File: config.mk
export PLATFORM = sky130hd
export DESIGN_NAME = epc_ram
export DESIGN_NICKNAME = d
export VERILOG_FILES = /design/src/rtl/epc_ram.sv
export SDC_FILE = /design/constraint.sdc
export NUM_CORES = 1
export LEC_CHECK = 0
export ABC_AREA = 1
export ABC_CLOCK_PERIOD_IN_PS = 3200
export BUFFER_PORTS_ARGS = -buffer_cell sky130_fd_sc_hd__buf_2
export CAP_MARGIN = 20
export CELL_PAD_IN_SITES_DETAIL_PLACEMENT = 0
export CELL_PAD_IN_SITES_GLOBAL_PLACEMENT = 2
export CORE_MARGIN = 3
export CORE_UTILIZATION = 40
export DETAILED_ROUTE_END_ITERATION = 7
export GPL_TIMING_DRIVEN = 0
export MAX_ROUTING_LAYER = met4
export PLACE_DENSITY = 0.85
export SLEW_MARGIN = 40
export SYNTH_ARGS = -nofsm -noshare
export SYNTH_HDL_FRONTEND = slang
export SYNTH_SLANG_ARGS = --single-unit
File: constraint.sdc
create_clock -name clk -period 3.2 [get_ports clk]
set_clock_uncertainty 0.2 [all_clocks]
set_input_delay 0.64 -clock clk [delete_from_list [all_inputs] [get_ports clk]]
set_output_delay 0.64 -clock clk [all_outputs]
set_load 0.005 [all_outputs]
File: src/rtl/epc_ram.sv
// generic single write port, single read port ram with registered read
module epc_ram #(
  parameter int WIDTH = 32,
  parameter int DEPTH = 46
) (
  input  logic                     clk,
  input  logic                     we,
  input  logic [$clog2(DEPTH)-1:0] waddr,
  input  logic [WIDTH-1:0]         wdata,
  input  logic                     re,
  input  logic [$clog2(DEPTH)-1:0] raddr,
  output logic [WIDTH-1:0]         rdata
);

  logic [WIDTH-1:0] mem [DEPTH];
  logic [WIDTH-1:0] rdata_r;

  always_ff @(posedge clk) begin
    if (we) begin
      mem[waddr] <= wdata;
    end
    if (re) begin
      rdata_r <= mem[raddr];
    end
  end

  assign rdata = rdata_r;

endmodule

==> reports/qor.csv <==
stage,metric,value,unit
status,status,finished clean,
logic_synthesis,synthTopCellsByArea,"edfxtp_1 (75%), nand2_1 (9.6%), nand3_1 (8.8%)",
critical_path,worst_path_max_delay_cell,buf_2,
layout,fill_cells,13090,
clock_tree,clockRootBuffer,clkbuf_16,
global_route,grt_pass1_vias,38240,
logic_synthesis,synth.most_common_cell,nand2_1,
critical_path,critPathLaunchType,input pin,
die,pin_count,79,
clock_tree,cts_max_level,4,
logic_synthesis,ys_seq_elements,1504,
die,die_h,394.5,um
sta,setup_viol,0,
die,start_util,40.59,%
logic_synthesis,syn_inst,4919,
drt,final_antenna_net_count,0,
clock_tree,path_clk_slew,0.06,ns
sta,fin_crit_sh,90.56,%
drt,route.detailed.drc,0,
sta,finalMaxSlewViolations,0,
clock_tree,cts_buffer_depth,3,
die,row_count,141,
logic_synthesis,synth_area,0.06036,mm^2
power,pwr_density_cell,612.0,mW/mm^2
critical_path,worstSetupPathType,in2reg,
drt,vias,40800,
layout,area_growth,16.91,%
logic_synthesis,ys_async_sr_fraction,0,%
sta,rsz0062_at_grt,no,
logic_synthesis,netlist_top_cells_count,"nand2_1 (1,544), edfxtp_1 (1,504), nand3_1 (1,062)",
global_route,grt_remaining_overflow,0,
logic_synthesis,syn_area_per_cell,12.27,um^2
clock_tree,cts-hold-fix-buffers,0,
layout,nNetsFinal,5276,
sta,hold_ws,0.1508,ns
sta,report.final.hold_viol_count,0,
drt,drt_wl_total,198.1,mm
logic_synthesis,synth_nets,4966,
die,die-area,0.1556,mm^2
clock_tree,post_cts_buffers,0,
clock_tree,cts_resized,0,
layout,layout-drive-gt1-share,12.26,%
placed_design,place.gp.congestion,0.9792,
drt,routed_via_density,5.537,
logic_synthesis,seq_area_frac_synth,74.82,%
placed_design,placedInstanceArea,0.06544,mm^2
critical_path,cp_slowest_stage_delay,0.58,ns
global_route,grt_max_degree,47,
critical_path,required,3.62,ns
die,core,0.1487,mm^2
logic_synthesis,yosys.area.top_type,edfxtp_1,
placed_design,io_buffers,71,
critical_path,cpLargestDelayFamily,buffers and inverters,
critical_path,worstSetupEndpointType,flip-flop,
global_route,grt_usage,25.92,%
critical_path,crit_arrival,3.32,ns
drt,firstDrtPassIters,5,
critical_path,path_buf_inv,4,
logic_synthesis,synth.distinct_cells,19,
critical_path,worstPathMaxFanout,10,
logic_synthesis,synth-warning-count,0,
global_route,antenna_found_initial,24,
job,maxCapViolations,0,
logic_synthesis,dominantRegCellSynth,edfxtp_1,
sta,fmax,0.3451,GHz
sta,post-route-min-period,2.898,ns
power,vdd_ir_drop_max,512.0,uV
placed_design,dp_hpwl,133.8,mm
layout,fin_area,0.07057,mm^2
sta,relSlewSlack,38.97,%
clock_tree,clk_latency,0.81,ns
clock_tree,tritoncts,yes,
critical_path,crit_chain,buf_2 > inv_2 > buf_2 > buf_2 > nand3_1 > nand2_1 > nand2_1 > nand3_1 > nand3_1 > nand2_1,
power,p_leak,24.98,nW
die,die_w,394.5,um
logic_synthesis,synth-edff-count,1504,
drt,wire_per_inst,26.89,um
min_path,min_path_type,in2reg,
global_route,grt_pass1_wl,279.0,mm
drt,drt-initial-drc-count,6021,
clock_tree,cts.sinks,1504,
sta,worst_pin_slew,0.9155,ns
logic_synthesis,synth_top_area_share,74.82,%
clock_tree,cts_buffers,152,
==> per-stage QoR <==
| step | power (mW) | setup slack [ns] | util, % | TNS (ns) | std cells |
|---|---|---|---|---|---|
| after floorplan | 23.70 | 0.02008 | - | 0 | 4919 |
| after global placement | 25.26 | -1.787 | 42.51 | -2150.19 | 6992 |
| after detailed placement | 25.33 | -0.4073 | 44.00 | -8.927 | 7077 |
| after CTS | 43.33 | 0.4530 | 47.41 | 0 | 7354 |
| after global routing | 44.35 | 0.3491 | 47.44 | 0 | 7361 |
| final | 43.19 | 0.3021 | 47.45 | 0 | 7368 |
==> logic make-up after synthesis <==
kind of cell    synth area share (%)
simple gates                   19.76
buf+inv                        3.424
compound gates                 1.990
flops                          74.82
==> where the power goes <==
| part | internal (mW) | total (mW) | switching, mW |
|---|---|---|---|
| clock network | 10.5 | 18.2 | 7.70 |
| logic | 0.696 | 3.07 | 2.38 |
| registers | 21.9 | 21.9 | 0.0398 |
| total | 33.1 | 43.2 | 10.1 |
==> metal layers <==
metal / track usage (%) / up-vias / part of all wire, % / routed length (um)
li1: - / 18140 / - / -
met2: 37.96 / 2048 / 44 / 87470
met1: 36.39 / 20290 / 43 / 84200
met3: 4.403 / 313 / 9.4 / 18610
met4: 9.678 / 0 / 3.9 / 7811
met5: - / - / 0 / 0
==> state kept, by name, summed over array words and instances, names as in the netlist <==
register  cells
mem        1472
rdata        32
==> worst register-to-register path, stage by stage (launching register included) <==
cell	delay [ns]
edfxtp_1	0.37
nand2_1	0.08
nand3_1	0.10
nand3_1	0.19
nand2_1	0.24
nand2_1	0.13
nand3_1	0.20
nand3_1	0.19
nand2_1	0.16
==> layout make-up <==
type,count,area [um^2],share of cell area [%]
Clock buffer,179,3990,5.654
Multi-Input combinational cell,3045,13490,19.12
Inverter,52,200.2,0.2837
Buffer,318,1868,2.647
Tap cell,2002,2505,3.550
Clock inverter,98,1089,1.543
Timing Repair Buffer,156,2227,3.156
Antenna cell,14,35.03,0.04965
Sequential cell,1504,45160,64.00
==> cells in the final DEF (no fill, tap or decap), types with 48 or more instances in the layout <==
cell and n:
nand2_1 1544, edfxtp_1 1504, nand3_1 1059, buf_2 194, nor2_1 161, clkbuf_16 156
o21ai_0 149, clkbuf_1 82, o22ai_1 64, buf_4 57, buf_6 48, inv_1 48
==> final timing paths <==
kind	from	to	slack [ns]	cells past startpoint
max	raddr[2]	rdata[9]	0.30	10
min	re	rdata[31]	0.15	1
max reg2reg	mem[23][19]	rdata[19]	1.05	8
min reg2reg	mem[45][26]	rdata[26]	0.52	4
Power figures use the tool's default switching activity.
